File: config.mk
export PLATFORM = sky130hd
export DESIGN_NAME = sync_crc_frame_checker_top
export DESIGN_NICKNAME = d
export VERILOG_FILES = /design/src/design/sccf_pkg.sv /design/src/design/sccf_crc_unit.sv /design/src/design/sccf_frame_ctrl.sv /design/src/design/sccf_rsp_queue.sv /design/src/design/sync_crc_frame_checker_top.sv
export SDC_FILE = /design/constraint.sdc
export NUM_CORES = 1
export LEC_CHECK = 0
export BUFFER_PORTS_ARGS = -buffer_cell sky130_fd_sc_hd__buf_4
export CORE_ASPECT_RATIO = 0.6
export CORE_MARGIN = 4
export CORE_UTILIZATION = 63
export CTS_CLUSTER_DIAMETER = 30
export DETAILED_ROUTE_END_ITERATION = 12
export PLACE_DENSITY = 0.82
export SLEW_MARGIN = 20
export SYNTH_ARGS = -nofsm -noshare
export SYNTH_HDL_FRONTEND = slang
export SYNTH_SLANG_ARGS = --single-unit
File: constraint.sdc
create_clock -name clock -period 6.9 [get_ports clock]
set_input_delay 0.69 -clock clock [delete_from_list [all_inputs] [get_ports clock]]
set_output_delay 0.69 -clock clock [all_outputs]
set_load 0.02 [all_outputs]
File: src/design/sccf_pkg.sv
// Shared types and constants of the CRC frame checker.
`timescale 1ns / 1ps
`default_nettype none

package sccf_pkg;

   localparam logic [7:0]  FRAME_LEN_RESET = 8'd32;
   localparam logic [7:0]  MIN_FRAME_LEN   = 8'd5;
   localparam logic [15:0] CRC_POLY        = 16'h1021;

   localparam int Q_DEPTH = 4;
   localparam int Q_PTR_W = $clog2(Q_DEPTH);
   localparam int Q_CNT_W = $clog2(Q_DEPTH + 1);

   typedef enum logic [1:0] {
      STATUS_BUSY    = 2'd0,
      STATUS_OK      = 2'd1,
      STATUS_CRC_ERR = 2'd2
   } status_type;

   typedef struct packed {
      logic [7:0] frame_byte;
      logic [7:0] byte_index;
      logic       last_of_frame;
      status_type frame_status;
   } rsp_item_type;

   typedef struct packed {
      logic [1:0]   count;
      rsp_item_type first;
      rsp_item_type second;
   } push_type;

endpackage

`default_nettype wire

File: src/design/sccf_crc_unit.sv
// Byte-wide CRC-16 update, polynomial 0x1021, most significant bit first.
`timescale 1ns / 1ps
`default_nettype none

module sccf_crc_unit (
   input  wire logic [15:0] crc,
   input  wire logic [7:0]  data,
   output logic [15:0]      crc_next
);
   import sccf_pkg::*;

   always_comb begin
      logic [15:0] acc;
      acc = crc ^ {data, 8'h00};
      for (int i = 0; i < 8; i++) begin
         if (acc[15]) begin
            acc = {acc[14:0], 1'b0} ^ CRC_POLY;
         end else begin
            acc = {acc[14:0], 1'b0};
         end
      end
      crc_next = acc;
   end

endmodule

`default_nettype wire

File: src/design/sccf_frame_ctrl.sv
// Input register, header hunt, frame counter and CRC check of the frame checker.
`timescale 1ns / 1ps
`default_nettype none

module sccf_frame_ctrl (
   input  wire logic             clock,
   input  wire logic             reset,
   input  wire logic             csr_valid,
   output logic                  csr_ready,
   input  wire logic [7:0]       csr_frame_length,
   input  wire logic             req_valid,
   output logic                  req_ready,
   input  wire logic [7:0]       req_data_byte,
   input  wire logic             room,
   output sccf_pkg::push_type    push
);
   import sccf_pkg::*;

   logic [7:0]  len_ff, len_in;
   logic        in_valid_ff, in_valid_in;
   logic [7:0]  in_byte_ff, in_byte_in;
   logic        in_frame_ff, in_frame_in;
   logic        prev_valid_ff, prev_valid_in;
   logic [7:0]  prev_byte_ff, prev_byte_in;
   logic [7:0]  byte_count_ff, byte_count_in;
   logic [15:0] crc_ff, crc_in;
   logic [7:0]  rx_low_ff, rx_low_in;
   logic [15:0] crc_upd;
   logic [7:0]  len_eff, last_idx, crc_idx;
   logic        consume;

   sccf_crc_unit u_crc (
      .crc      (crc_ff),
      .data     (in_byte_ff),
      .crc_next (crc_upd)
   );

   assign csr_ready = 1'b1;
   assign consume   = in_valid_ff && room;
   assign req_ready = !in_valid_ff || room;
   assign len_eff   = (len_ff < MIN_FRAME_LEN) ? MIN_FRAME_LEN : len_ff;
   assign last_idx  = len_eff - 8'd1;
   assign crc_idx   = len_eff - 8'd2;

   always_comb begin
      len_in        = (csr_valid && csr_ready) ? csr_frame_length : len_ff;
      in_byte_in    = (req_valid && req_ready) ? req_data_byte : in_byte_ff;
      in_valid_in   = (req_valid && req_ready) ? 1'b1 : (consume ? 1'b0 : in_valid_ff);
      in_frame_in   = in_frame_ff;
      prev_valid_in = prev_valid_ff;
      prev_byte_in  = prev_byte_ff;
      byte_count_in = byte_count_ff;
      crc_in        = crc_ff;
      rx_low_in     = rx_low_ff;
      push          = '0;
      if (consume) begin
         if (!in_frame_ff) begin
            if (prev_valid_ff && (prev_byte_ff == ~in_byte_ff)) begin
               push.count  = 2'd2;
               push.first  = '{frame_byte: prev_byte_ff, byte_index: 8'd0,
                               last_of_frame: 1'b0, frame_status: STATUS_BUSY};
               push.second = '{frame_byte: in_byte_ff, byte_index: 8'd1,
                               last_of_frame: 1'b0, frame_status: STATUS_BUSY};
               in_frame_in   = 1'b1;
               prev_valid_in = 1'b0;
               byte_count_in = 8'd2;
               crc_in        = '0;
            end else begin
               prev_byte_in  = in_byte_ff;
               prev_valid_in = 1'b1;
            end
         end else if (byte_count_ff >= last_idx) begin
            push.count = 2'd1;
            push.first = '{frame_byte: in_byte_ff, byte_index: byte_count_ff,
                           last_of_frame: 1'b1,
                           frame_status: (crc_ff == {in_byte_ff, rx_low_ff}) ?
                                         STATUS_OK : STATUS_CRC_ERR};
            in_frame_in   = 1'b0;
            prev_valid_in = 1'b0;
            byte_count_in = '0;
         end else begin
            if (byte_count_ff == crc_idx) begin
               rx_low_in = in_byte_ff;
            end else begin
               crc_in = crc_upd;
            end
            push.count = 2'd1;
            push.first = '{frame_byte: in_byte_ff, byte_index: byte_count_ff,
                           last_of_frame: 1'b0, frame_status: STATUS_BUSY};
            byte_count_in = byte_count_ff + 8'd1;
         end
      end
   end

   always_ff @(posedge clock) begin
      in_byte_ff   <= in_byte_in;
      prev_byte_ff <= prev_byte_in;
      if (reset) begin
         len_ff        <= FRAME_LEN_RESET;
         in_valid_ff   <= 1'b0;
         in_frame_ff   <= 1'b0;
         prev_valid_ff <= 1'b0;
         byte_count_ff <= '0;
         crc_ff        <= '0;
         rx_low_ff     <= '0;
      end else begin
         len_ff        <= len_in;
         in_valid_ff   <= in_valid_in;
         in_frame_ff   <= in_frame_in;
         prev_valid_ff <= prev_valid_in;
         byte_count_ff <= byte_count_in;
         crc_ff        <= crc_in;
         rx_low_ff     <= rx_low_in;
      end
   end

endmodule

`default_nettype wire

File: src/design/sccf_rsp_queue.sv
// Small result queue that takes up to two beats per cycle and hands out one per cycle while rsp_ready is high.
`timescale 1ns / 1ps
`default_nettype none

module sccf_rsp_queue (
   input  wire logic                  clock,
   input  wire logic                  reset,
   input  wire sccf_pkg::push_type    push,
   output logic                       room,
   output logic                       rsp_valid,
   input  wire logic                  rsp_ready,
   output sccf_pkg::rsp_item_type     rsp_item
);
   import sccf_pkg::*;

   rsp_item_type        entry_ff [Q_DEPTH];
   logic [Q_PTR_W-1:0]  head_ff, head_in;
   logic [Q_PTR_W-1:0]  tail_ff, tail_in;
   logic [Q_CNT_W-1:0]  count_ff, count_in;
   logic [Q_PTR_W-1:0]  tail_next;
   logic                pop;

   assign rsp_valid = (count_ff != '0);
   assign rsp_item  = entry_ff[head_ff];
   assign pop       = rsp_valid && rsp_ready;
   assign room      = (count_ff <= Q_CNT_W'(Q_DEPTH - 2));
   assign tail_next = tail_ff + 1'b1;

   always_comb begin
      head_in  = pop ? head_ff + 1'b1 : head_ff;
      tail_in  = tail_ff + Q_PTR_W'(push.count);
      count_in = count_ff + Q_CNT_W'(push.count) - Q_CNT_W'(pop);
   end

   always_ff @(posedge clock) begin
      if (push.count != 2'd0) begin
         entry_ff[tail_ff] <= push.first;
      end
      if (push.count == 2'd2) begin
         entry_ff[tail_next] <= push.second;
      end
      if (reset) begin
         head_ff  <= '0;
         tail_ff  <= '0;
         count_ff <= '0;
      end else begin
         head_ff  <= head_in;
         tail_ff  <= tail_in;
         count_ff <= count_in;
      end
   end

endmodule

`default_nettype wire

File: src/design/sync_crc_frame_checker_top.sv
// Top level of the byte-stream frame hunter and CRC-16 checker.
// The block takes one byte per cycle on the req channel and sustains that rate as long
// as the rsp side keeps up. A byte is held in an input register; once the queue has room,
// its results, if any, are written into a four-entry result queue, whose first entry is
// offered on rsp. The byte that completes a header produces two beats (indices 0 and 1),
// which leave the queue one at a time, so the queue absorbs them and req_ready drops
// only when the queue has room for fewer than two more beats.
// The CRC-16 (polynomial 0x1021, zero start, equal to XMODEM) advances one byte per cycle while the queue has room.
`timescale 1ns / 1ps
`default_nettype none

module sync_crc_frame_checker_top (
   input  wire logic       clock,
   input  wire logic       reset,
   input  wire logic       csr_valid,
   output logic            csr_ready,
   input  wire logic [7:0] csr_frame_length,
   input  wire logic       req_valid,
   output logic            req_ready,
   input  wire logic [7:0] req_data_byte,
   output logic            rsp_valid,
   input  wire logic       rsp_ready,
   output logic [7:0]      rsp_frame_byte,
   output logic [7:0]      rsp_byte_index,
   output logic            rsp_last_of_frame,
   output logic [1:0]      rsp_frame_status
);
   import sccf_pkg::*;

   push_type     push;
   logic         room;
   rsp_item_type rsp_item;

   sccf_frame_ctrl u_ctrl (
      .clock            (clock),
      .reset            (reset),
      .csr_valid        (csr_valid),
      .csr_ready        (csr_ready),
      .csr_frame_length (csr_frame_length),
      .req_valid        (req_valid),
      .req_ready        (req_ready),
      .req_data_byte    (req_data_byte),
      .room             (room),
      .push             (push)
   );

   sccf_rsp_queue u_queue (
      .clock     (clock),
      .reset     (reset),
      .push      (push),
      .room      (room),
      .rsp_valid (rsp_valid),
      .rsp_ready (rsp_ready),
      .rsp_item  (rsp_item)
   );

   assign rsp_frame_byte    = rsp_item.frame_byte;
   assign rsp_byte_index    = rsp_item.byte_index;
   assign rsp_last_of_frame = rsp_item.last_of_frame;
   assign rsp_frame_status  = rsp_item.frame_status;

   // A beat that closes a frame carries a verdict, and no other beat does.
   a_last_has_status : assert property (@(posedge clock) disable iff (reset)
      rsp_valid && rsp_last_of_frame |-> rsp_frame_status != STATUS_BUSY)
      else $error("last beat without CRC verdict");

   a_mid_no_status : assert property (@(posedge clock) disable iff (reset)
      rsp_valid && !rsp_last_of_frame |-> rsp_frame_status == STATUS_BUSY)
      else $error("verdict on a beat inside a frame");

   a_header_not_last : assert property (@(posedge clock) disable iff (reset)
      rsp_valid && (rsp_byte_index == 8'd0 || rsp_byte_index == 8'd1)
      |-> !rsp_last_of_frame)
      else $error("header beat marked as end of frame");

   a_two_beat_room : assert property (@(posedge clock) disable iff (reset)
      push.count == 2'd2 |-> room)
      else $error("header pushed into a queue without room");

endmodule

`default_nettype wire

==> results of run 1 <==
[logic make-up (layout without fill, tap and decap cells)]
kind of cell | Yosys count | count (layout)
DFF | 144 | 144
AOI/OAI and AO/OA | 139 | 139
and+or+nand+nor | 126 | 126
buffers and inverters | 63 | 93
xor gates and xnor gates | 62 | 62
muxes | 36 | 36
adders and majority gates | 17 | 17
other | 1 | 1
[path summary, 6_finish.rpt]
kind	from	to	cells past startpoint
setup / recovery	u_ctrl.len_ff[4]	u_ctrl.crc_ff[6]	13
hold / removal	req_data_byte[7]	u_ctrl.in_byte_ff[7]	1
setup reg to reg	u_ctrl.len_ff[4]	u_ctrl.crc_ff[6]	13
hold reg to reg	u_ctrl.rx_low_ff[4]	u_ctrl.rx_low_ff[4]	2
[area by class of cell]
cell class	instances	area (µm²)
clock inverters	12	118
flip-flops and latches	144	3400
repair buffers	43	323
well taps	139	174
multi-input cells	381	3150
fillers	689	2830
inverters	18	67.6
clock buffers	20	489
[cells in the final DEF (no fill, tap or decap), types with 11 or more instances in the layout]
master	n
ha_1	16
clkbuf_16	19
nor2_1	30
xnor2_1	25
mux4_2	19
mux2i_1	17
xor2_1	37
inv_1	18
nand2_1	28
a21oi_1	12
a22o_1	76
dfxtp_1	92
buf_4	43
edfxtp_1	52
nor3_1	11
[metal layers]
layer | up-vias | GRT usage (%) | part of all wire [%]
met5 | - | 0 | 0
met4 | 0 | 8.71 | 1.8
met3 | 35 | 6.86 | 9.1
met2 | 271 | 41.0 | 44
met1 | 2423 | 38.0 | 45
li1 | 2229 | - | -
[worst max-delay path, cell delays in order, from the launching register on]
cell	delay, ns
dfxtp_1	0.42
or4_4	0.58
o31ai_4	0.27
ha_1	0.36
o21a_1	0.23
nand2_1	0.08
xor2_1	0.17
ha_1	0.31
a211oi_1	0.22
o21ai_0	0.12
a41oi_1	0.38
o21a_1	0.31
nor3b_4	0.59
a22o_1	0.23
[state kept, by name, summed over array words and instances, names as in the netlist, named ones only]
signal / count
u_ctrl.in_frame_ff: 1
u_ctrl.len_ff: 8
u_ctrl.crc_ff: 16
u_ctrl.in_byte_ff: 8
u_queue.head_ff: 2
u_queue.entry_ff: 76
u_ctrl.in_valid_ff: 1
u_queue.count_ff: 3
u_ctrl.byte_count_ff: 8
u_queue.tail_ff: 2
u_ctrl.prev_byte_ff: 8
u_ctrl.rx_low_ff: 8
u_ctrl.prev_valid_ff: 1
[power groups by stage]
| stage | clock network, mW | registers [mW] | logic, mW |
|---|---|---|---|
| floorplan | 0 | 0.945 | 0.250 |
| global placement | 0 | 0.971 | 0.294 |
| detailed placement | 0 | 0.975 | 0.307 |
| CTS | 0.936 | 0.957 | 0.310 |
| global route | 0.974 | 0.963 | 0.335 |
| finish | 0.933 | 0.959 | 0.306 |
==> qor.txt, run 1 <==
slew at the pin closest to its max-slew limit = 1.06 ns
CP Capture Type = flip-flop
initial antenna violation count = 0
remaining global-route overflow = 0
initial DRC count = 559
Syn Area/Cell = 11.6 µm²
Synth Instances = 588
Final setup viols = 0
Post-synth top cells = dfxtp_1 (92), a22o_1 (76), edfxtp_1 (52)
Synth Area in XOR/XNOR = 7.95%
Final WS setup = 2.57 ns
# Post-CTS Setup Buffers = 0
Psw = 0.588 mW
CP max FO = 16
r2r setup slk = 2.57 ns
fmax = 231 MHz
io pins = 43
Post-synth top flop = dfxtp_1
hold_ws = 0.447 ns
#FFs+latches synth = 144
clock-pin slew on the worst setup and hold paths = 0.06 ns
Layout Skew = 0.00987 ns
final cell count without fillers = 757
Max VDD drop = 0.220 mV
post-route ant nets = 0
max-cap viol count = 0
Starting Density = 64.7%
final design utilization = 73.2%
net count after synthesis = 626
DRC viols = 0
Worst EP required = 7.26 ns
Total Wirelength = 16.3 mm
pre-CTS WS = 2.64 ns
routed vias/inst = 6.55
# resized after CTS = 0
vias post-DR = 4958
Slew headroom = 28.5%
Std-Cell Rows = 29
Power, Total = 2.20 mW
Synth Area in Adders = 3.22%
htree depth = 4
Crit Path Category = reg -> reg
placed instance count = 725
Synth warnings = 0
Post-synth EDFFs = 52
CP Data Arrival Time = 4.69 ns
fraction of the mapped netlist area in compound gates = 16.7%
ys async rst share = 0%
Die X = 142 µm
PD cells = 284 mW/mm²
n_diodes = 0
root buf cell = clkbuf_16
Final Cell Area = 0.00773 mm²
final max-slew violation count = 0
Sw Share = 26.8%
Cell Area, Placed = 0.00712 mm²
gpl congestion = 0.929
share of cells above drive strength 1 = 17.2%
mux cell area share after synthesis = 8.76%
cell with the most instances after synthesis = dfxtp_1
RSZ-0062 raised after global routing = no
DIE AREA = 0.0126 mm²
worst hold path type = in -> reg
post-synthesis simple-gate area fraction = 9.53%
library cells used by synthesis = 54
mapped cell area = 0.00683 mm²
power share of the combinational group = 13.9%
final hold vios = 0
status = completed
clock sinks = 144
Layout Nets = 643
LEAKAGE = 3.15 nW
first-pass GRT wire length = 25.9 mm
vias in the first global route = 4850
post-DP HPWL = 11.2 mm
Clock Latency Late Sink = 0.42 ns
hold buffers post-CTS = 0
Clk pwr share = 42.5%
Seq/Total Area, Yosys = 49.8%
synth top area cells = dfxtp_1 (27%), edfxtp_1 (23%), a22o_1 (9.7%)
CTS tree = built
Flop pwr share = 43.6%
min Tclk post-route = 4.33 ns
Inserted Clock Buffers = 17
internal power = 1.61 mW
crit path launch type = flip-flop
largest area contributor in the netlist = dfxtp_1
area share of the largest cell type after synthesis = 27.0%
port buffer count = 41
synthesis-to-layout area growth = 13.2%
largest family of logic cells by synthesized area = compound AO/OA/AOI/OAI gates
drt first pass iters = 5
GRT Overall Usage = 26.9%
WL per Instance = 21.5 µm
Tcrit/Tclk final = 62.8%
Placeable Area = 0.0106 mm²
Setup TNS Final = 0 ns
largest net degree at the start of global routing = 28
CTS max path bufs = 2
Die Ht = 88.6 µm
(Power assumes the default switching activity.)
==> run 2: changes to the inputs <==
- CORE_UTILIZATION: 63 -> 61
- PLACE_DENSITY: 0.82 -> 0.8
- clock period: 6.9 -> 4.15 ns (I/O delays scaled with it)
==> run 2 against run 1 <==
  * Sequential power increased by 66%
  * Cell count increased by 0.53%
  * Fmax increased by 12%
  * Global-route usage decreased by 1.7 points
  * Sequential cell count unchanged
  * Routed wire length decreased by 2.2%
  * Combinational power increased by 69%
  * Via count decreased by 0.10%
  * Power increased by 69%
  * Non-clock buffer count increased by 4
  * Hold slack got worse by 0.27 ns
  * Utilization decreased by 0.56 points
==> qor.txt, run 2 (synthesis gave the netlist of run 1 again) <==
status = completed
root buf cell = clkbuf_16
CP Data Arrival Time = 4.19 ns (-0.50 ns)
power share of the combinational group = 13.9% (about the same)
WL per Instance = 20.9 µm (-2.7%)
WHS Path Cells = 1 (unchanged)
Die X = 145 µm (+1.5%)
register area = 0.00340 mm² (unchanged)
Psw = 0.954 mW (+62%)
vias in the first global route = 4677 (-3.6%)
fmax = 258 MHz (+12%)
remaining global-route overflow = 0 (unchanged)
Worst EP required = 4.46 ns (-2.80 ns)
clock-pin slew on the worst setup and hold paths = 0.06 ns (about the same)
DIE AREA = 0.0130 mm² (+3.0%)
placed instance count = 729 (+0.55%)
port buffer count = 41 (unchanged)
Setup TNS Final = 0 ns (unchanged)
worst hold path type = in -> reg
first-pass GRT wire length = 25.2 mm (-2.7%)
Critical R2R Launch = u_ctrl.len_ff[3]
hold path endpoint = u_ctrl.in_byte_ff[1]
PD cells = 478 mW/mm² (+68%)
Max VDD drop = 0.339 mV (+54%)
Layout Skew = 0.00683 ns (-0.00304 ns)
Clk pwr share = 43.4% (+0.9 points)
LEAKAGE = 3.20 nW (+1.3%)
crit path launch type = flip-flop
share of cells above drive strength 1 = 18.2% (+1.0 points)
CTS tree = built
synthesis-to-layout area growth = 14.2%
Die Ht = 90.0 µm (+1.5%)
post-DP HPWL = 10.7 mm (-4.0%)
clock sinks = 144 (unchanged)
gpl congestion = 0.909 (-2.1%)
area of the multi-input gates = 0.00317 mm² (+0.40%)
final hold vios = 0 (unchanged)
DRC viols = 0 (unchanged)
routed vias/inst = 6.51 (-0.63%)
slew at the pin closest to its max-slew limit = 1.07 ns (+0.00252 ns)
largest net degree at the start of global routing = 28 (unchanged)
initial antenna violation count = 0 (unchanged)
Slew headroom = 29.0% (+0.49 points)
Crit Path Category = reg -> reg
Inserted Clock Buffers = 17 (unchanged)
min Tclk post-route = 3.88 ns (-0.451 ns)
hold buffers post-CTS = 0 (unchanged)
CTS max path bufs = 2 (unchanged)
vias post-DR = 4953 (-0.10%)
Clock Latency Late Sink = 0.42 ns (about the same)
most frequent cells in the layout = dfxtp_1 (92), a22o_1 (76), edfxtp_1 (52)
io pins = 43 (unchanged)
Total Wirelength = 15.9 mm (-2.2%)
internal power = 2.77 mW (+72%)
n_diodes = 0 (unchanged)
Std-Cell Rows = 29 (unchanged)
Largest register FFs = 76 (unchanged)
CP max FO = 16 (unchanged)
R2R depth = 13 (unchanged)
hold_ws = 0.172 ns (-0.275 ns)
RR Endpoint = u_ctrl.crc_ff[1]
final max-slew violation count = 0 (unchanged)
final cell count without fillers = 761 (+0.53%)
drt first pass iters = 5 (unchanged)
Final setup viols = 0 (unchanged)
r2r setup slk = 0.27 ns (-2.30 ns)
fillers = 714 (+3.6%)
htree depth = 4 (unchanged)
CP Capture Type = flip-flop
Biggest register = u_queue.entry_ff
Placeable Area = 0.0107 mm² (+1.7%)
Layout Nets = 647 (+0.62%)
# Post-CTS Setup Buffers = 0 (unchanged)
RSZ-0062 raised after global routing = no
Hold Startpoint = req_data_byte[1]
post-route ant nets = 0 (unchanged)
Starting Density = 63.6% (-1.1 points)
commonest non-fill, non-tap cell in the layout = dfxtp_1
Flop pwr share = 42.7% (-0.9 points)
Sw Share = 25.6% (-1.1 points)
Tcrit/Tclk final = 93.6% (+31 points)
max-cap viol count = 0 (unchanged)
initial DRC count = 554 (-0.89%)
top flop regs = u_queue.entry_ff (76), u_ctrl.crc_ff (16)
GRT Overall Usage = 25.2% (-1.7 points)
-- run 2: power by group through the flow --
| stage | registers [mW] | logic [mW] | clock network [mW] |
|---|---|---|---|
| floorplan | 1.57 | 0.415 | 0 |
| global placement | 1.61 | 0.498 | 0 |
| detailed placement | 1.62 | 0.514 | 0 |
| CTS | 1.59 | 0.520 | 1.63 |
| global route | 1.60 | 0.571 | 1.70 |
| finish | 1.59 | 0.518 | 1.62 |
-- run 2: critical path, stage by stage, from the launching register on --
cell and delay (ns):
dfxtp_1 0.39, or4_4 0.59, o31ai_4 0.27, ha_2 0.32, o21a_1 0.21, nand2_1 0.09
xor2_1 0.16, ha_1 0.30, a211oi_1 0.22, o21ai_0 0.14, a41oi_2 0.29, nor3_1 0.09
o31a_2 0.42, a22o_1 0.28
-- run 2: metal layers --
| layer | global-route usage (%) | share of wire [%] | vias up |
|---|---|---|---|
| met1 | 38.5 | 46 | 2451 |
| li1 | - | - | 2228 |
| met2 | 34.7 | 44 | 256 |
| met4 | 7.38 | 1.0 | 0 |
| met3 | 7.26 | 8.6 | 18 |
| met5 | 0 | 0 | - |
-- run 2: repair_timing --
action / CTS / global route
resized for setup: 0 / 4
hold endpoints to repair: 0 / 0
endpoints found under the setup margin: 0 / 26
-- run 2: metrics by stage --
step	total power, mW	util (%)	cell area (µm²)	setup WS, ns
floorplan	1.99	-	6830	0.433
global placement	2.11	66.6	7150	0.307
detailed placement	2.13	66.6	7150	0.138
CTS	3.73	72.5	7790	0.144
global route	3.86	72.6	7800	0.0271
finish	3.73	72.6	7800	0.268
-- run 2: final cells by class --
class	count	area share, %
multi-input cells	381	40.6
clock buffers	23	6.67
repair buffers	47	4.52
flip-flops and latches	144	43.6
clock inverters	9	1.49
well taps	139	2.23
inverters	18	0.866
-- run 2: how the worst max path moves through the flow --
stage,to,slack [ns],startpoint
2_1_floorplan,u_ctrl.crc_ff[10],0.43,u_ctrl.len_ff[3]
3_3_place_gp,u_ctrl.crc_ff[11],0.31,u_ctrl.len_ff[3]
3_5_place_dp,u_ctrl.crc_ff[1],0.14,u_ctrl.len_ff[3]
4_1_cts,u_ctrl.crc_ff[1],0.14,u_ctrl.len_ff[3]
5_1_grt,u_ctrl.crc_ff[1],0.03,u_ctrl.len_ff[3]
6_report,u_ctrl.crc_ff[1],0.27,u_ctrl.len_ff[3]
